$ cat src/rtl/pcs_pkg.sv
// Shared types and constants for the primitive count statistics unit.
package pcs_pkg;

    localparam int unsigned TOPO_BITS = 6;
    localparam int unsigned VERT_BITS = 32;
    localparam int unsigned INST_BITS = 32;
    localparam int unsigned DIVR_BITS = 6;
    localparam int unsigned OUT_BITS  = 64;
    localparam int unsigned DIV_STEPS = VERT_BITS;

    localparam logic [TOPO_BITS-1:0] TOPO_POINTS         = 6'd0;
    localparam logic [TOPO_BITS-1:0] TOPO_LINES          = 6'd1;
    localparam logic [TOPO_BITS-1:0] TOPO_LINE_STRIP     = 6'd2;
    localparam logic [TOPO_BITS-1:0] TOPO_LINE_LOOP      = 6'd3;
    localparam logic [TOPO_BITS-1:0] TOPO_LINES_ADJ      = 6'd4;
    localparam logic [TOPO_BITS-1:0] TOPO_LINE_STRIP_ADJ = 6'd5;
    localparam logic [TOPO_BITS-1:0] TOPO_TRIS           = 6'd6;
    localparam logic [TOPO_BITS-1:0] TOPO_TRI_STRIP      = 6'd7;
    localparam logic [TOPO_BITS-1:0] TOPO_TRI_FAN        = 6'd8;
    localparam logic [TOPO_BITS-1:0] TOPO_TRIS_ADJ       = 6'd9;
    localparam logic [TOPO_BITS-1:0] TOPO_TRI_STRIP_ADJ  = 6'd10;
    localparam logic [TOPO_BITS-1:0] TOPO_PATCH_FIRST    = 6'd11;
    localparam logic [TOPO_BITS-1:0] TOPO_PATCH_LAST     = 6'd42;
    localparam logic [TOPO_BITS-1:0] TOPO_PATCH_BASE     = 6'd10;

    localparam logic [DIVR_BITS-1:0] DIV_ONE  = 6'd1;

    // n/3 for 32-bit n: (n * ceil(2^33/3)) >> 33
    localparam logic [VERT_BITS-1:0] DIV3_RECIP = 32'hAAAA_AAAB;
    localparam int unsigned          DIV3_SHIFT = 33;

    typedef enum logic [2:0] {
        KIND_NONE,
        KIND_POINT,
        KIND_LINE,
        KIND_TRI,
        KIND_PATCH
    } t_kind;

    // Classified item handed from the front to the back.
    typedef struct packed {
        logic                  clear;
        t_kind                 kind;
        logic                  use_div;  // value is n, divide by divisor
        logic [DIVR_BITS-1:0]  divisor;
        logic [VERT_BITS-1:0]  value;    // n, or primitives per instance
        logic [INST_BITS-1:0]  inst;
    } t_cmd;

endpackage

$ cat src/rtl/pcs_queue.sv
// Short queue of classified items between front and back.
module pcs_queue (
    input  logic          i_clk,
    input  logic          i_rst_n,
    input  logic          i_push,
    input  pcs_pkg::t_cmd i_cmd,
    output logic          o_ready,
    output logic          o_valid,
    output pcs_pkg::t_cmd o_cmd,
    input  logic          i_pop
);
    import pcs_pkg::*;

    localparam int unsigned DEPTH = 2;
    localparam int unsigned PTR_W = $clog2(DEPTH);
    localparam int unsigned CNT_W = $clog2(DEPTH + 1);

    t_cmd             r_mem [DEPTH];
    logic [PTR_W-1:0] r_wr;
    logic [PTR_W-1:0] r_rd;
    logic [CNT_W-1:0] r_cnt;
    logic             w_push;
    logic             w_pop;

    assign o_ready = (r_cnt != CNT_W'(DEPTH));
    assign o_valid = (r_cnt != '0);
    assign o_cmd   = r_mem[r_rd];
    assign w_push  = i_push && o_ready;
    assign w_pop   = i_pop && o_valid;

    always_ff @(posedge i_clk) begin
        if (!i_rst_n) begin
            r_wr  <= '0;
            r_rd  <= '0;
            r_cnt <= '0;
        end else begin
            if (w_push) begin
                r_wr <= (r_wr == PTR_W'(DEPTH - 1)) ? '0 : r_wr + 1'b1;
            end
            if (w_pop) begin
                r_rd <= (r_rd == PTR_W'(DEPTH - 1)) ? '0 : r_rd + 1'b1;
            end
            if (w_push && !w_pop) begin
                r_cnt <= r_cnt + 1'b1;
            end else if (w_pop && !w_push) begin
                r_cnt <= r_cnt - 1'b1;
            end
        end
    end

    always_ff @(posedge i_clk) begin
        if (w_push) begin
            r_mem[r_wr] <= i_cmd;
        end
    end

endmodule

$ cat config.mk
export PLATFORM = sky130hd
export DESIGN_NAME = pcs_queue
export DESIGN_NICKNAME = d
export VERILOG_FILES = /design/src/rtl/pcs_pkg.sv /design/src/rtl/pcs_queue.sv
export SDC_FILE = /design/constraint.sdc
export NUM_CORES = 1
export LEC_CHECK = 0
export BUFFER_PORTS_ARGS = -buffer_cell sky130_fd_sc_hd__buf_4
export CORE_ASPECT_RATIO = 1.75
export CORE_MARGIN = 2
export CORE_UTILIZATION = 52
export CTS_CLUSTER_SIZE = 24
export DETAILED_ROUTE_END_ITERATION = 8
export PLACE_DENSITY = 0.79
export SYNTH_ARGS = -nofsm -noshare
export SYNTH_HDL_FRONTEND = slang
export SYNTH_SLANG_ARGS = --single-unit
$ cat constraint.sdc
create_clock -name i_clk -period 3.1 [get_ports i_clk]
set_input_delay 0.62 -clock i_clk [delete_from_list [all_inputs] [get_ports i_clk]]
set_output_delay 0.62 -clock i_clk [all_outputs]
set_load 0.02 [all_outputs]
==> impl_metrics.ini <==
[critical_path]
cp-end-kind = output pin
cpLargestDelayFamily = flip-flops
slowest_stage = dfxtp_4
path_cells = buf_12 > mux2_2 > buf_4
start_kind = flip-flop
path_buf_inv = 2
path_class = flip-flop to output pin
cp.arrival_ps = 1920
critPathMaxStageDelay_ps = 630
required_ps = 2480
critPathMaxFanout = 44

[floorplanning]
io_pins = 156
coreArea_um2 = 10600
start_util_pct = 53.3
fp.dieW_um = 82.9
rows = 50
design.die.area_um2 = 11800
die_h_um = 142

[routing]
drt_iter0_drc = 152
vias = 2902
routed_wirelength_mm = 10.8
drcViolationCount = 0
drt_pre_antenna_iters = 4
ant_nets = 0
viasPerCell = 5.10
avgRoutedWirePerCell_um = 19.0

[sta]
maxSlewHeadroom_pct = 61.6
drv_slew = 0
min_period_over_period_pct = 81.8
setup_tns_ps = 0
min_period_ps = 2540
setup_viol = 0
hold_viol_final = 0
clock_skew_ps = 9.42
rsz0062_at_grt = false
timing.fmax_ghz = 0.394
tightest_slew_ps = 575
whs_ps = 387

[outcome]
status = finished clean

[placement]
routabilityCongestion = 0.765
portBuffers = 155
post-dp-hpwl_mm = 7.36

[clocking]
clockRootBuffer = clkbuf_16
cts_max_path_buffers = 2
cts_buffers = 17
hold_buffers = 0
path_clk_slew_ps = 60
clock_sinks = 155
clkLatencyLatePin_ps = 410
cts_resized = 0
htree_levels = 4
cts_tree = done
post_cts_buffers = 0

[finish]
syn2layout_area_growth_pct = 33.8
mostFrequentLayoutCells = buf_4 (155), edfxtp_1 (150), mux2_2 (75)
multi_input_comb_area_um2 = 988
drive_gt1_share_pct = 61.3
fillers = 654
layout_commonest_cell = buf_4
ff_latch_area_um2 = 4610
nets = 506
n_antenna_cell = 0

[logic_synthesis]
yosys.area.top_type = edfxtp_1
synth-async-reset-ratio_pct = 0
yosysTopAreaCellShare_pct = 79.5
syn-cell-area_um2 = 5670
synthCells = 257
ys_types = 21
synth_nets = 337
seq_area_frac_synth_pct = 81.3
synth-edff-count = 150
syn-mean-instance-area_um2 = 22.0
ys_ff_latch = 155
ys_warn_count = 0
synthTopCellsByArea = edfxtp_1 (80%), mux2_2 (15%), dfxtp_1 (1.8%)
ys_dominant_reg_cell = edfxtp_1

[pwr]
leakage_nw = 2.84
cellPowerDensity_nw_per_um2 = 868
ir_worst_vdd_mv = 0.573

[global_route]
grt_max_degree = 53
grt_usage_pct = 19.1
grt_pass1_vias = 3154
grt_overflow_total = 0
grt_pass1_wl_mm = 16.4
antenna_found_initial = 0

[flow_run]
max-cap-violations = 0

[min_path]
hold_class = input port to flip-flop
==> Yosys cell counts (all sizes together) (2+ instances only) <==
| master | number |
|---|---|
| and2 | 4 |
| xnor2 | 2 |
| edfxtp | 150 |
| dfxtp | 5 |
| a21boi | 2 |
| mux2 | 75 |
| buf | 8 |
| o21ai | 2 |
==> worst paths after layout <==
check / startpoint / endpoint / slack (ps) / cells after the start
max: flip-flop / o_cmd[49] / 560 / 3
min: i_cmd[2] / r_mem[0][2] / 390 / 1
max reg2reg: r_cnt[0] / r_mem[0][11] / 1200 / 4
min reg2reg: r_cnt[1] / r_cnt[1] / 570 / 2
==> routing by layer <==
layer | track usage [%] | vias to the layer above | share of wire (%)
li1 | - | 1354 | -
met1 | 19.0 | 1410 | 33
met2 | 34.4 | 109 | 58
met3 | 7.25 | 29 | 4.7
met4 | 9.75 | 0 | 3.7
met5 | 0 | - | 0
==> kinds of logic (layout without fill, tap and decap cells) <==
kind of cell	after synthesis	count (layout)	synth area share (%)
DFF	155	155	81.3
muxes	75	75	14.9
and+or+nand+nor	9	9	1.15
buffers and inverters	9	191	1.37
AOI/OAI and AO/OA	5	5	0.618
xor gates and xnor gates	3	3	0.464
adders and majority gates	1	1	0.221
==> registers in the layout, summed over array words and instances, names as in the netlist, named ones only <==
register / cells
r_rd: 1
r_cnt: 2
r_wr: 1
r_mem: 150
==> worst reg2reg max path: stages, from the launching register on <==
cell and delay (ps):
dfxtp_1 420, nand2b_4 190, nand3b_1 120, inv_2 450, buf_12 370
==> where the power goes <==
part / internal, mW / total [mW] / switching (mW)
Sequential: 2.62 / 2.76 / 0.135
Clock: 1.28 / 2.04 / 0.756
Combinational: 0.859 / 1.78 / 0.926
==> final cells by class <==
class                      instances  area share [%]
clock inverter                    12            1.95
sequential                       155            60.8
timing repair buffer             158            16.1
tap                              130            2.15
clock buffer                      20            5.89
inverter                           1          0.0495
multi-input combinational         93            13.0
==> metrics by stage <==
step / power (mW) / cell area [um2] / std cells / worst slack, ps / util, %
6_report: 6.58 / 7580 / 569 / 564 / 71.3
5_1_grt: 6.85 / 7580 / 569 / 450 / 71.3
4_1_cts: 6.66 / 7580 / 569 / 528 / 71.3
3_5_place_dp: 4.61 / 6990 / 537 / 982 / 65.7
3_3_place_gp: 4.56 / 6990 / 537 / 989 / 65.7
2_1_floorplan: 3.89 / 5670 / 257 / 236 / -
(Power assumes the default switching activity.)
