[config.mk]
export PLATFORM = sky130hd
export DESIGN_NAME = pcs_front
export DESIGN_NICKNAME = d
export VERILOG_FILES = /design/src/rtl/pcs_pkg.sv /design/src/rtl/pcs_front.sv
export SDC_FILE = /design/constraint.sdc
export NUM_CORES = 1
export LEC_CHECK = 0
export BUFFER_PORTS_ARGS = -buffer_cell sky130_fd_sc_hd__buf_2
export CAP_MARGIN = 20
export CORE_UTILIZATION = 53
export DETAILED_ROUTE_END_ITERATION = 7
export PLACE_DENSITY = 0.81
export SETUP_SLACK_MARGIN = 0.15
export SLEW_MARGIN = 15
export SYNTH_ARGS = -nofsm -noshare
export SYNTH_HDL_FRONTEND = slang
export SYNTH_SLANG_ARGS = --single-unit
export TNS_END_PERCENT = 100
[constraint.sdc]
create_clock -name i_clk -period 9.8 [get_ports i_clk]
set_clock_uncertainty 0.1 [all_clocks]
set_input_delay 0.98 -clock i_clk [delete_from_list [all_inputs] [get_ports i_clk]]
set_output_delay 0.98 -clock i_clk [all_outputs]
set_load 0.01 [all_outputs]
[src/rtl/pcs_pkg.sv]
// Shared types and constants for the primitive count statistics unit.
package pcs_pkg;

    localparam int unsigned TOPO_BITS = 6;
    localparam int unsigned VERT_BITS = 32;
    localparam int unsigned INST_BITS = 32;
    localparam int unsigned DIVR_BITS = 6;
    localparam int unsigned OUT_BITS  = 64;
    localparam int unsigned DIV_STEPS = VERT_BITS;

    localparam logic [TOPO_BITS-1:0] TOPO_POINTS         = 6'd0;
    localparam logic [TOPO_BITS-1:0] TOPO_LINES          = 6'd1;
    localparam logic [TOPO_BITS-1:0] TOPO_LINE_STRIP     = 6'd2;
    localparam logic [TOPO_BITS-1:0] TOPO_LINE_LOOP      = 6'd3;
    localparam logic [TOPO_BITS-1:0] TOPO_LINES_ADJ      = 6'd4;
    localparam logic [TOPO_BITS-1:0] TOPO_LINE_STRIP_ADJ = 6'd5;
    localparam logic [TOPO_BITS-1:0] TOPO_TRIS           = 6'd6;
    localparam logic [TOPO_BITS-1:0] TOPO_TRI_STRIP      = 6'd7;
    localparam logic [TOPO_BITS-1:0] TOPO_TRI_FAN        = 6'd8;
    localparam logic [TOPO_BITS-1:0] TOPO_TRIS_ADJ       = 6'd9;
    localparam logic [TOPO_BITS-1:0] TOPO_TRI_STRIP_ADJ  = 6'd10;
    localparam logic [TOPO_BITS-1:0] TOPO_PATCH_FIRST    = 6'd11;
    localparam logic [TOPO_BITS-1:0] TOPO_PATCH_LAST     = 6'd42;
    localparam logic [TOPO_BITS-1:0] TOPO_PATCH_BASE     = 6'd10;

    localparam logic [DIVR_BITS-1:0] DIV_ONE  = 6'd1;

    // n/3 for 32-bit n: (n * ceil(2^33/3)) >> 33
    localparam logic [VERT_BITS-1:0] DIV3_RECIP = 32'hAAAA_AAAB;
    localparam int unsigned          DIV3_SHIFT = 33;

    typedef enum logic [2:0] {
        KIND_NONE,
        KIND_POINT,
        KIND_LINE,
        KIND_TRI,
        KIND_PATCH
    } t_kind;

    // Classified item handed from the front to the back.
    typedef struct packed {
        logic                  clear;
        t_kind                 kind;
        logic                  use_div;  // value is n, divide by divisor
        logic [DIVR_BITS-1:0]  divisor;
        logic [VERT_BITS-1:0]  value;    // n, or primitives per instance
        logic [INST_BITS-1:0]  inst;
    } t_cmd;

endpackage

[src/rtl/pcs_front.sv]
// Front end: accepts items and classifies them by topology.
module pcs_front (
    input  logic                            i_clk,
    input  logic                            i_rst_n,
    input  logic                            i_valid,
    output logic                            o_ready,
    input  logic                            i_func,
    input  logic [pcs_pkg::TOPO_BITS-1:0]   i_topology,
    input  logic [pcs_pkg::VERT_BITS-1:0]   i_vertex_count,
    input  logic [pcs_pkg::INST_BITS-1:0]   i_instance_count,
    output logic                            o_cmd_valid,
    output pcs_pkg::t_cmd                   o_cmd,
    input  logic                            i_cmd_ready
);
    import pcs_pkg::*;

    logic                   r_valid;
    t_cmd                   r_cmd;
    t_cmd                   n_cmd;
    logic [VERT_BITS-1:0]   w_n;
    logic [VERT_BITS-1:0]   w_half;
    logic [2*VERT_BITS-1:0] w_third_prod;
    logic [VERT_BITS-1:0]   w_third;

    assign w_n          = i_vertex_count;
    assign w_half       = {1'b0, w_n[VERT_BITS-1:1]};
    assign w_third_prod = {{VERT_BITS{1'b0}}, w_n} * {{VERT_BITS{1'b0}}, DIV3_RECIP};
    assign w_third      = {1'b0, w_third_prod[2*VERT_BITS-1:DIV3_SHIFT]};

    always_comb begin
        n_cmd         = '0;
        n_cmd.clear   = i_func;
        n_cmd.kind    = KIND_NONE;
        n_cmd.use_div = 1'b0;
        n_cmd.divisor = DIV_ONE;
        n_cmd.value   = '0;
        n_cmd.inst    = i_instance_count;
        unique case (i_topology) inside
            TOPO_POINTS: begin
                n_cmd.kind  = KIND_POINT;
                n_cmd.value = w_n;
            end
            TOPO_LINES, TOPO_LINES_ADJ: begin
                n_cmd.kind  = KIND_LINE;
                n_cmd.value = w_half;
            end
            TOPO_LINE_STRIP, TOPO_LINE_STRIP_ADJ: begin
                n_cmd.kind  = KIND_LINE;
                n_cmd.value = (w_n >= 32'd2) ? w_n - 32'd1 : '0;
            end
            TOPO_LINE_LOOP: begin
                n_cmd.kind = KIND_LINE;
                if (w_n == 32'd2) begin
                    n_cmd.value = 32'd1;
                end else begin
                    n_cmd.value = (w_n >= 32'd3) ? w_n : '0;
                end
            end
            TOPO_TRIS, TOPO_TRIS_ADJ: begin
                n_cmd.kind  = KIND_TRI;
                n_cmd.value = w_third;
            end
            TOPO_TRI_STRIP, TOPO_TRI_FAN, TOPO_TRI_STRIP_ADJ: begin
                n_cmd.kind  = KIND_TRI;
                n_cmd.value = (w_n >= 32'd3) ? w_n - 32'd2 : '0;
            end
            [TOPO_PATCH_FIRST:TOPO_PATCH_LAST]: begin
                n_cmd.kind    = KIND_PATCH;
                n_cmd.use_div = 1'b1;
                n_cmd.divisor = i_topology - TOPO_PATCH_BASE;
                n_cmd.value   = w_n;
            end
            default: begin
                n_cmd.kind = KIND_NONE;
            end
        endcase
    end

    assign o_ready     = !r_valid || i_cmd_ready;
    assign o_cmd_valid = r_valid;
    assign o_cmd       = r_cmd;

    always_ff @(posedge i_clk) begin
        if (!i_rst_n) begin
            r_valid <= 1'b0;
        end else if (o_ready) begin
            r_valid <= i_valid;
        end
    end

    always_ff @(posedge i_clk) begin
        if (i_valid && o_ready) begin
            r_cmd <= n_cmd;
        end
    end

endmodule

==> run_results.csv <==
group,metric,value,unit
sta,finalHoldViolations,0,
cts,insertion_delay,340,ps
synthesis,syn_nets,2964,
flow_run,max_cap_viol_count,0,
cts,cts_root_buf,"clkbuf_16",
synthesis,synthXorXnorAreaFrac,2.545,%
min_path,min_from,"o_cmd_valid$_SDFFE_PN0N_",
floorplanning,core_region_area,38830,µm²
setup_path,arrival,8850,ps
synthesis,ys_types,92,
detailed_routing,num_vias,16750,
synthesis,synth_seq_cells,76,
floorplanning,fp.dieH,201.0,µm
cells_and_area,fin_nets,3092,
detailed_routing,wirelength,71060,µm
setup_path,r2r_cells,2,
cts,clk_pin_slew,60,ps
setup_path,critPathMaxFanout,19,
setup_path,r2r-end,"o_cmd[72]$_DFFE_PP_",
setup_path,crit_required,9780,ps
synthesis,synth_area,21000,µm²
synthesis,synth_top_area_cell,"fa_1",
synthesis,yosys_warnings,0,
detailed_routing,wl_per_cell,25.19,µm
floorplanning,ios,152,
synthesis,synthMuxAreaShare,0.3874,%
detailed_routing,drt-initial-drc-count,1895,
cells_and_area,fin_area,22620,µm²
cts,post_cts_buffers,0,
place,placed_cell_area,22310,µm²
synthesis,synthCells,2170,
status,outcome,"finished with violations",
setup_path,endpoint_kind,"flop",
cts,cts_tree,"done",
sta,fin_crit,8868,ps
synthesis,ys.flop_type,"edfxtp_1",
cts,cts_buffers,9,
synthesis,synth_top_family_by_area,"adder cells",
sta,clock.fmax,112.8,MHz
cells_and_area,layout-drive-gt1-share,9.509,%
setup_path,worst-path-buf-inv,3,
min_path,min_to,"o_cmd_valid$_SDFFE_PN0N_",
setup_path,slowest_stage,"fa_1",
global_routing,grt_pass1_vias,17550,
synthesis,seq_area_frac_synth,10.82,%
min_path,whs_path_depth,2,
cts,cts_hold_buf,0,
cts,cts_buffer_depth,2,
setup_path,worst-setup-path-type,"input port to flop",
setup_path,critical_path.max_stage_delay,590,ps
place,portBuffers,151,
setup_path,critPathTopFamily,"adder cells",
detailed_routing,remaining_drc_errors,1,
floorplanning,dieArea,40410,µm²
sta,worstMarginPinSlew,1010,ps
sta,maxSlewViolCount,0,
setup_path,cp-start-kind,"input port",
place,gp_congestion,1.020,
place,dpl.cell_count,2805,
sta,rsz0062_at_grt,"no",
global_routing,antenna_found_initial,0,
detailed_routing,antenna_left,0,
floorplanning,die_w,201.0,µm
setup_path,r2r-start,"o_cmd_valid$_SDFFE_PN0N_",
cells_and_area,antenna_cells,0,
floorplanning,rows,72,
synthesis,synth_area_leaders,"fa_1, ha_1, edfxtp_1",
detailed_routing,firstDrtPassIters,8,
setup_path,critPathMostFrequentCell,"fa_1",
cts,htreeDepth,3,
status,violations,"design-rule violations",
synthesis,synth-async-reset-ratio,0,%
cts,cts_sinks,76,
synthesis,synthAdderAreaFrac,55.69,%
global_routing,gr-usage-all-layers,36.60,%
sta,tns,0,ps
sta,slew_headroom,32.66,%
detailed_routing,avgViaCountPerCell,5.939,
synthesis,synth-compound-area-share,10.61,%
setup_path,worstPathCellList,"buf_2 -> ha_1 -> xor2_1 -> ha_1 -> fa_1 -> fa_1 -> fa_1 -> fa_1 -> fa_1 -> inv_1 -> fa_1 -> inv_1 -> ha_1 -> nand3_1 -> nor3_1 -> nand4_1 -> o32ai_1 -> nor4_2 -> o221ai_2 -> a21oi_1 -> o2111a_1 -> or3b_1",
cts,cts.repair.resized,0,
cells_and_area,synthToLayoutAreaGrowth,7.753,%
sta,setup_viol,0,
synthesis,synth_area_per_cell,9.675,µm²
min_path,hp-class,"flop to flop",
global_routing,gr-total-overflow,0,
cells_and_area,fin_cells,2821,
global_routing,grt_start_max_net_pins,76,
sta,fin_crit_sh,90.49,%
synthesis,synth_simple_gate_area_share,9.130,%
global_routing,grt_pass1_wl,108800,µm
floorplanning,start_util,54.07,%
place,detailed_place_hpwl,62070,µm
synthesis,synth_edf_count,75,
synthesis,synthDominantCellAreaShare,34.23,%
setup_path,r2r_slack,8030,ps
[logic make-up (layout without fill, tap and decap cells)]
| logic type | Yosys count | count (layout) |
|---|---|---|
| AND/OR/NAND/NOR | 378 | 378 |
| buffers and inverters | 593 | 726 |
| XOR/XNOR | 61 | 61 |
| AO/OA/AOI/OAI | 335 | 335 |
| adder cells (fa/ha/maj) | 719 | 719 |
| flip-flops | 76 | 76 |
| multiplexers | 8 | 8 |
[worst max-delay path by stage]
| stage | slack (ps) | end | start | cells after the start |
|---|---|---|---|---|
| 4_1_cts | 1060 | o_cmd[55]$_DFFE_PP_ | i_vertex_count[1] | 24 |
| 3_3_place_gp | 780 | o_cmd[55]$_DFFE_PP_ | i_vertex_count[1] | 24 |
| 3_5_place_dp | 720 | o_cmd[55]$_DFFE_PP_ | i_vertex_count[1] | 24 |
| 5_1_grt | 580 | o_cmd[55]$_DFFE_PP_ | i_vertex_count[1] | 24 |
| 2_1_floorplan | 2000 | o_cmd[55]$_DFFE_PP_ | i_vertex_count[2] | 23 |
| 6_report | 930 | o_cmd[55]$_DFFE_PP_ | i_vertex_count[5] | 22 |
[cell usage after synthesis (8+ instances only)]
| cell type | instances |
|---|---|
| inv_1 | 538 |
| ha_1 | 360 |
| fa_1 | 359 |
| nand2_1 | 96 |
| a21oi_1 | 89 |
| nor2_1 | 89 |
| edfxtp_1 | 75 |
| o21ai_0 | 70 |
| clkbuf_1 | 42 |
| nor3_1 | 34 |
| xnor2_1 | 34 |
| a21o_1 | 29 |
| nand3_1 | 28 |
| nand4_1 | 27 |
| xor2_1 | 27 |
| nand2b_1 | 18 |
| and2_1 | 17 |
| a211oi_1 | 12 |
| o21ai_1 | 12 |
| o21bai_1 | 12 |
| nor4_1 | 11 |
| o211ai_1 | 11 |
| a221oi_1 | 10 |
| a31oi_1 | 10 |
| nor2b_1 | 9 |
| or3_1 | 8 |
[area by class of cell]
type | instances | area [µm²]
clock buffer | 11 | 232.7
clock inverter | 5 | 76.32
fill | 3437 | 16200
inverter | 538 | 2019
multi-input combinational | 1501 | 16460
sequential | 76 | 2272
tap | 518 | 648.1
timing repair buffer | 172 | 915.9
[state kept, by name (all words and copies together) (netlist names)]
| signal | cells |
|---|---|
| o_cmd_valid | 1 |
| o_cmd | 75 |
[cell usage in the layout (no fill, tap or decap), types with 27 or more instances in the layout]
cell type  instances
inv_1            538
ha_1             360
fa_1             359
buf_2            151
nand2_1           96
a21oi_1           89
nor2_1            89
edfxtp_1          75
o21ai_0           70
xnor2_1           34
nor3_1            33
a21o_1            29
nand3_1           28
xor2_1            27
nand4_1           27
[tightest hold or removal path, cell delays in order (launching register included)]
cell and delay, ps:
dfxtp_1 310, nand2b_1 110, a21boi_0 90
[layer usage]
| layer | vias up | wire [µm] | part of all wire [%] | GRT usage (%) |
|---|---|---|---|---|
| li1 | 7361 | - | - | - |
| met1 | 8411 | 30020 | 42 | 51.16 |
| met2 | 833 | 31910 | 45 | 56.83 |
| met3 | 148 | 6477 | 9.1 | 7.614 |
| met4 | 0 | 2656 | 3.7 | 11.86 |
| met5 | - | 0 | 0 | 0 |
[through the flow]
stage / hold slack (ps) / utilization, % / setup WS, ps
floorplan: 509.6 / - / 2004
finish: 455.2 / 58.27 / 932.1
global route: 490.6 / 58.27 / 578.8
CTS: 457.9 / 58.27 / 1062
detailed placement: 448.5 / 57.47 / 722.4
global placement: 416.7 / 57.44 / 776.9
Power is left out: the tool's default activity adds up to more than one toggle a clock period on the data nets, which glitch-free logic cannot reach.
