==> src/rtl/pcs_pkg.sv <==
// Shared types and constants for the primitive count statistics unit.
package pcs_pkg;

    localparam int unsigned TOPO_BITS = 6;
    localparam int unsigned VERT_BITS = 32;
    localparam int unsigned INST_BITS = 32;
    localparam int unsigned DIVR_BITS = 6;
    localparam int unsigned OUT_BITS  = 64;
    localparam int unsigned DIV_STEPS = VERT_BITS;

    localparam logic [TOPO_BITS-1:0] TOPO_POINTS         = 6'd0;
    localparam logic [TOPO_BITS-1:0] TOPO_LINES          = 6'd1;
    localparam logic [TOPO_BITS-1:0] TOPO_LINE_STRIP     = 6'd2;
    localparam logic [TOPO_BITS-1:0] TOPO_LINE_LOOP      = 6'd3;
    localparam logic [TOPO_BITS-1:0] TOPO_LINES_ADJ      = 6'd4;
    localparam logic [TOPO_BITS-1:0] TOPO_LINE_STRIP_ADJ = 6'd5;
    localparam logic [TOPO_BITS-1:0] TOPO_TRIS           = 6'd6;
    localparam logic [TOPO_BITS-1:0] TOPO_TRI_STRIP      = 6'd7;
    localparam logic [TOPO_BITS-1:0] TOPO_TRI_FAN        = 6'd8;
    localparam logic [TOPO_BITS-1:0] TOPO_TRIS_ADJ       = 6'd9;
    localparam logic [TOPO_BITS-1:0] TOPO_TRI_STRIP_ADJ  = 6'd10;
    localparam logic [TOPO_BITS-1:0] TOPO_PATCH_FIRST    = 6'd11;
    localparam logic [TOPO_BITS-1:0] TOPO_PATCH_LAST     = 6'd42;
    localparam logic [TOPO_BITS-1:0] TOPO_PATCH_BASE     = 6'd10;

    localparam logic [DIVR_BITS-1:0] DIV_ONE  = 6'd1;

    // n/3 for 32-bit n: (n * ceil(2^33/3)) >> 33
    localparam logic [VERT_BITS-1:0] DIV3_RECIP = 32'hAAAA_AAAB;
    localparam int unsigned          DIV3_SHIFT = 33;

    typedef enum logic [2:0] {
        KIND_NONE,
        KIND_POINT,
        KIND_LINE,
        KIND_TRI,
        KIND_PATCH
    } t_kind;

    // Classified item handed from the front to the back.
    typedef struct packed {
        logic                  clear;
        t_kind                 kind;
        logic                  use_div;  // value is n, divide by divisor
        logic [DIVR_BITS-1:0]  divisor;
        logic [VERT_BITS-1:0]  value;    // n, or primitives per instance
        logic [INST_BITS-1:0]  inst;
    } t_cmd;

endpackage

==> src/rtl/pcs_back.sv <==
// Back end: divides, scales by instances and accumulates the counters.
module pcs_back #(
    parameter int COUNTER_BITS = 64
) (
    input  logic                          i_clk,
    input  logic                          i_rst_n,
    input  logic                          i_cmd_valid,
    input  pcs_pkg::t_cmd                 i_cmd,
    output logic                          o_cmd_ready,
    output logic                          o_valid,
    input  logic                          i_ready,
    output logic [pcs_pkg::OUT_BITS-1:0]  o_draw_total,
    output logic [pcs_pkg::OUT_BITS-1:0]  o_point_total,
    output logic [pcs_pkg::OUT_BITS-1:0]  o_line_total,
    output logic [pcs_pkg::OUT_BITS-1:0]  o_triangle_total,
    output logic [pcs_pkg::OUT_BITS-1:0]  o_patch_total
);
    import pcs_pkg::*;

    localparam int unsigned STEP_W = $clog2(DIV_STEPS);
    localparam int unsigned PROD_W = VERT_BITS + INST_BITS;

    typedef enum logic [1:0] {
        S_IDLE,
        S_DIV,
        S_MUL,
        S_ADD
    } t_state;

    t_state                  r_state;
    t_cmd                    r_cmd;
    logic [VERT_BITS-1:0]    r_quo;
    logic [DIVR_BITS-1:0]    r_rem;
    logic [STEP_W-1:0]       r_step;
    logic [PROD_W-1:0]       r_prod;
    logic                    r_out_valid;
    logic [COUNTER_BITS-1:0] r_draw;
    logic [COUNTER_BITS-1:0] r_point;
    logic [COUNTER_BITS-1:0] r_line;
    logic [COUNTER_BITS-1:0] r_tri;
    logic [COUNTER_BITS-1:0] r_patch;

    logic [DIVR_BITS-1:0]    w_shift;
    logic [DIVR_BITS-1:0]    w_diff;
    logic                    w_fits;
    logic [PROD_W-1:0]       w_prod;
    logic [COUNTER_BITS-1:0] w_add;
    logic                    w_out_free;

    // Remainder stays below the divisor (at most 32), so five bits carry it.
    assign w_shift    = {r_rem[DIVR_BITS-2:0], r_quo[VERT_BITS-1]};
    assign w_fits     = (w_shift >= r_cmd.divisor);
    assign w_diff     = w_shift - r_cmd.divisor;
    assign w_prod     = r_quo * r_cmd.inst;
    assign w_add      = r_prod[COUNTER_BITS-1:0];
    assign w_out_free = !r_out_valid || i_ready;

    assign o_cmd_ready      = (r_state == S_IDLE);
    assign o_valid          = r_out_valid;
    assign o_draw_total     = OUT_BITS'(r_draw);
    assign o_point_total    = OUT_BITS'(r_point);
    assign o_line_total     = OUT_BITS'(r_line);
    assign o_triangle_total = OUT_BITS'(r_tri);
    assign o_patch_total    = OUT_BITS'(r_patch);

    always_ff @(posedge i_clk) begin
        if (!i_rst_n) begin
            r_state     <= S_IDLE;
            r_out_valid <= 1'b0;
            r_draw      <= '0;
            r_point     <= '0;
            r_line      <= '0;
            r_tri       <= '0;
            r_patch     <= '0;
        end else begin
            if (r_state == S_ADD && w_out_free) begin
                r_out_valid <= 1'b1;
            end else if (i_ready) begin
                r_out_valid <= 1'b0;
            end
            unique case (r_state)
                S_IDLE: begin
                    if (i_cmd_valid) begin
                        r_cmd  <= i_cmd;
                        r_quo  <= i_cmd.value;
                        r_rem  <= '0;
                        r_step <= STEP_W'(DIV_STEPS - 1);
                        if (i_cmd.clear) begin
                            r_state <= S_ADD;
                        end else if (i_cmd.use_div) begin
                            r_state <= S_DIV;
                        end else begin
                            r_state <= S_MUL;
                        end
                    end
                end
                S_DIV: begin
                    r_quo  <= {r_quo[VERT_BITS-2:0], w_fits};
                    r_rem  <= w_fits ? w_diff : w_shift;
                    r_step <= r_step - 1'b1;
                    if (r_step == '0) begin
                        r_state <= S_MUL;
                    end
                end
                S_MUL: begin
                    r_prod  <= w_prod;
                    r_state <= S_ADD;
                end
                S_ADD: begin
                    // Counters double as the output register: update only
                    // once the previous result has been taken.
                    if (w_out_free) begin
                        r_state <= S_IDLE;
                        if (r_cmd.clear) begin
                            r_draw  <= '0;
                            r_point <= '0;
                            r_line  <= '0;
                            r_tri   <= '0;
                            r_patch <= '0;
                        end else begin
                            r_draw <= r_draw + 1'b1;
                            case (r_cmd.kind)
                                KIND_POINT: r_point <= r_point + w_add;
                                KIND_LINE:  r_line  <= r_line + w_add;
                                KIND_TRI:   r_tri   <= r_tri + w_add;
                                KIND_PATCH: r_patch <= r_patch + w_add;
                                default:    ;
                            endcase
                        end
                    end
                end
                default: begin
                    r_state <= S_IDLE;
                end
            endcase
        end
    end

endmodule

==> config.mk <==
export PLATFORM = sky130hd
export DESIGN_NAME = pcs_back
export DESIGN_NICKNAME = d
export VERILOG_FILES = /design/src/rtl/pcs_pkg.sv /design/src/rtl/pcs_back.sv
export SDC_FILE = /design/constraint.sdc
export NUM_CORES = 2
export LEC_CHECK = 0
export BUFFER_PORTS_ARGS = -buffer_cell sky130_fd_sc_hd__buf_2
export CAP_MARGIN = 20
export CORE_MARGIN = 5
export CORE_UTILIZATION = 50
export CTS_CLUSTER_DIAMETER = 100
export DETAILED_ROUTE_END_ITERATION = 12
export GPL_TIMING_DRIVEN = 0
export PLACE_DENSITY = 0.72
export SYNTH_ARGS = -nofsm -noshare
export SYNTH_HDL_FRONTEND = slang
export SYNTH_SLANG_ARGS = --single-unit
==> constraint.sdc <==
create_clock -name i_clk -period 8.45 [get_ports i_clk]
set_input_delay 1.69 -clock i_clk [delete_from_list [all_inputs] [get_ports i_clk]]
set_output_delay 1.69 -clock i_clk [all_outputs]
set_load 0.01 [all_outputs]
==> metrics.yaml <==
worst_setup_path:
  reg2reg_slack_ns: -0.007
  r2r_start: "r_quo[19]"
  r2r_cells: 24
  worstPathMaxFanout: 11
  worst_setup_path_end_kind: "flip-flop"
  critPathRequiredTime_ns: 8.89
  arrival_ns: 8.90
  critPathLaunchType: "flip-flop"
  cp-startpoint: "r_quo[19]"
  worstSetupEndpoint: "r_prod[57]"
  criticalPathCategory: "reg -> reg"
  reg2reg_to: "r_prod[57]"
sta:
  tightest_slew_ns: 1.179
  fin_crit_ns: 8.457
  hold_viol: 0
  setup_viol: 1
  worst_slack_ns: -0.007269
  fin_worst_skew_ns: 0.05032
  rsz0062_at_grt: "true"
  slew_viol_final: 0
  finalCritPeriodShare: 1.001
  max_freq_mhz: 118.2
  timing.slew.headroom: 0.2139
cts:
  cts_tree: "built"
  hold_buffers: 0
  clk_latency_ns: 0.71
  clock_tree.buffer_depth: 3
  cts_inserted_buffers: 58
  clkSlewWorstSetupHoldPaths_ns: 0.06
  h-tree-depth: 2
  cts-root-buf: "clkbuf_16"
  cts.sink_count: 471
run_status:
  status: "finished with violations"
  failed_checks: "negative setup slack"
placement:
  placedCellCount: 9225
  gp_congestion: 1.054
  hpwl_mm: 188.2
  port_buffers: 400
synthesis:
  ys_ff_latch: 471
  syn_area_um2: 63730
  yosys.area.top_type: "fa_1"
  synth_nets: 8662
  synth_cell_type_count: 85
  synthArstFlopShare: 0
  netlist.area_leader.share: 0.2830
  synth_edf_count: 148
  synth.avg_cell_area_um2: 8.907
  synthTopCellsByArea: "fa_1, ha_1, dfxtp_1, edfxtp_1, and2_1"
  synth_flop_cell: "dfxtp_1"
  yosysWarnings: 0
  syn_inst: 7155
  ys_seq_area_frac: 0.1712
detailed_routing:
  wirelength_mm: 229.2
  route.detailed.drc: 0
  wl_per_cell_um: 24.33
  num_vias: 54530
  antenna_left: 0
  drt_iter0_markers: 5177
  dr.pass1.iters: 8
  via_per_inst: 5.789
grt:
  track_usage: 0.3324
  antenna_found_initial: 21
  grt-ovfl-total: 0
  grt_pass1_wl_mm: 339.3
  grt_max_degree: 42
  grt_pass1_vias: 55070
cells_and_area:
  stdcell_count: 9419
  area_growth_pct: 12.64
  nets: 9205
  drive_above_1_share: 0.1144
run:
  cap_violations: 0
floorplan:
  die_area_um2: 134700
  fp.dieH_um: 367.0
  die_w_um: 367.0
  ios: 401
  num_rows: 131
  start_util: 0.5011
  core_um2: 127200
min_path:
  hold_path.class: "reg -> reg"
[how the worst min path moves through the flow]
stage	end	slack [ns]	depth (start not counted)	start
after floorplan	o_patch_total[59]	0.49	2	o_patch_total[59]
after global placement	o_patch_total[52]	0.46	2	o_patch_total[52]
after detailed placement	o_patch_total[59]	0.47	2	o_patch_total[59]
after CTS	o_patch_total[59]	0.48	2	o_patch_total[59]
after global routing	o_point_total[36]	0.49	2	o_point_total[36]
final	o_patch_total[59]	0.47	2	o_patch_total[59]
[cell usage after synthesis (25+ instances only)]
| cell type | number |
|---|---|
| a21o_1 | 224 |
| o21ai_0 | 283 |
| ha_1 | 527 |
| inv_1 | 939 |
| nand2b_1 | 30 |
| fa_1 | 901 |
| dfxtp_1 | 323 |
| nor3_1 | 38 |
| and2_1 | 603 |
| o21bai_1 | 59 |
| a31oi_1 | 47 |
| edfxtp_1 | 148 |
| a22oi_1 | 120 |
| xor2_1 | 157 |
| nand4_1 | 85 |
| o21a_1 | 25 |
| or3_1 | 31 |
| xnor2_1 | 196 |
| o21ai_1 | 35 |
| and3_1 | 43 |
| nor2_1 | 204 |
| nand3_1 | 73 |
| nor2b_1 | 164 |
| nand2_1 | 858 |
| mux2_2 | 32 |
| a21oi_1 | 362 |
| clkbuf_1 | 378 |
[critical path, stage by stage (launching register included)]
cell      delay (ns)
edfxtp_1        0.61
buf_4           0.38
nand2_1         0.13
fa_1            0.65
fa_2            0.53
fa_1            0.63
inv_1           0.08
fa_1            0.50
fa_1            0.57
fa_1            0.43
fa_1            0.51
fa_1            0.41
ha_1            0.52
nand2_1         0.17
nor2_1          0.27
inv_1           0.08
o221ai_1        0.34
a211oi_1        0.13
o21ai_0         0.15
a31oi_2         0.12
o31ai_1         0.29
a21o_1          0.20
a21o_1          0.18
a41oi_1         0.17
xnor2_1         0.18
[cells in the final DEF, fill, tap and decap left out, types with 16 or more instances in the layout]
cell	n
fa_1	889
o21ai_0	279
clkbuf_4	29
clkbuf_16	61
and2_1	602
xor2_1	157
ha_1	518
o21ai_1	36
edfxtp_1	148
buf_6	17
nand2_1	856
nor2b_1	163
buf_4	104
nor2_1	203
inv_1	937
bufinv_16	17
o21bai_1	59
nand2b_1	30
a21o_1	223
clkbuf_2	56
o21a_1	25
nand3_1	73
dfxtp_1	323
a211oi_1	19
mux2_2	32
nor3_1	37
and4_1	18
and3_1	42
nand4_1	85
a22oi_1	120
a31oi_1	43
or3_1	29
o211ai_1	16
buf_2	423
a21oi_1	356
clkbuf_1	221
o31ai_1	18
xnor2_1	196
[registers in the layout, summed over array words and instances, names as in the netlist]
register and count:
o_triangle_total 64, r_state 2, o_draw_total 64, r_quo 32, r_prod 64, r_step 5, o_patch_total 64, o_point_total 64
o_line_total 64, r_cmd 42, r_rem 5, o_valid 1
[per-layer routing]
layer,up-vias,global-route usage,share of wire
met5,-,0,0.00013
met4,6,0.1581,0.058
met3,658,0.08738,0.10
met2,2712,0.5324,0.45
met1,26680,0.4210,0.39
li1,24470,-,-
[logic make-up (layout without fill, tap and decap cells)]
kind of cell             count (synthesis)  in the layout  synth area share
AO/OA/AOI/OAI                         1345           1345            0.1359
XOR/XNOR                               353            353           0.04851
adder cells (fa/ha/maj)               1428           1428            0.3865
buffers and inverters                 1331           1923           0.07857
flip-flops                             471            471            0.1712
multiplexers                            40             40          0.006911
other                                    0             10                 0
AND/OR/NAND/NOR                       2187           2187            0.1724
[repair_timing]
item,4_1_cts,5_1_grt
pin swaps,2,24
gates resized for setup,247,180
setup endpoints to repair,25,13
setup buffers,42,45
cloned,0,1
[area by class of cell]
cell class                 count  area [µm²]
antenna                       10       25.02
timing repair buffer         496        2845
tap                         1662        2079
clock inverter                46       798.3
fill                       11560       55400
multi-input combinational   5353       48100
sequential                   471       10910
inverter                     939        3525
buffer                       379        2029
clock buffer                  63        1480
[stage by stage]
step                      hold WS [ns]  setup TNS, ns    util  worst slack [ns]  area (µm²)
after floorplan                 0.4855              0       -            0.6563       63730
after global placement          0.4562         -10.41  0.5332            -1.043       67810
after detailed placement        0.4652         -12.34  0.5344            -1.113       67980
after CTS                       0.4756              0  0.5590          0.001092       71100
after global routing            0.4937        -0.1856  0.5642          -0.08854       71760
final                           0.4729      -0.007269  0.5644         -0.007269       71790
Power is left out: the tool's default activity adds up to more than one toggle a clock period on the data nets, which glitch-free logic cannot reach.
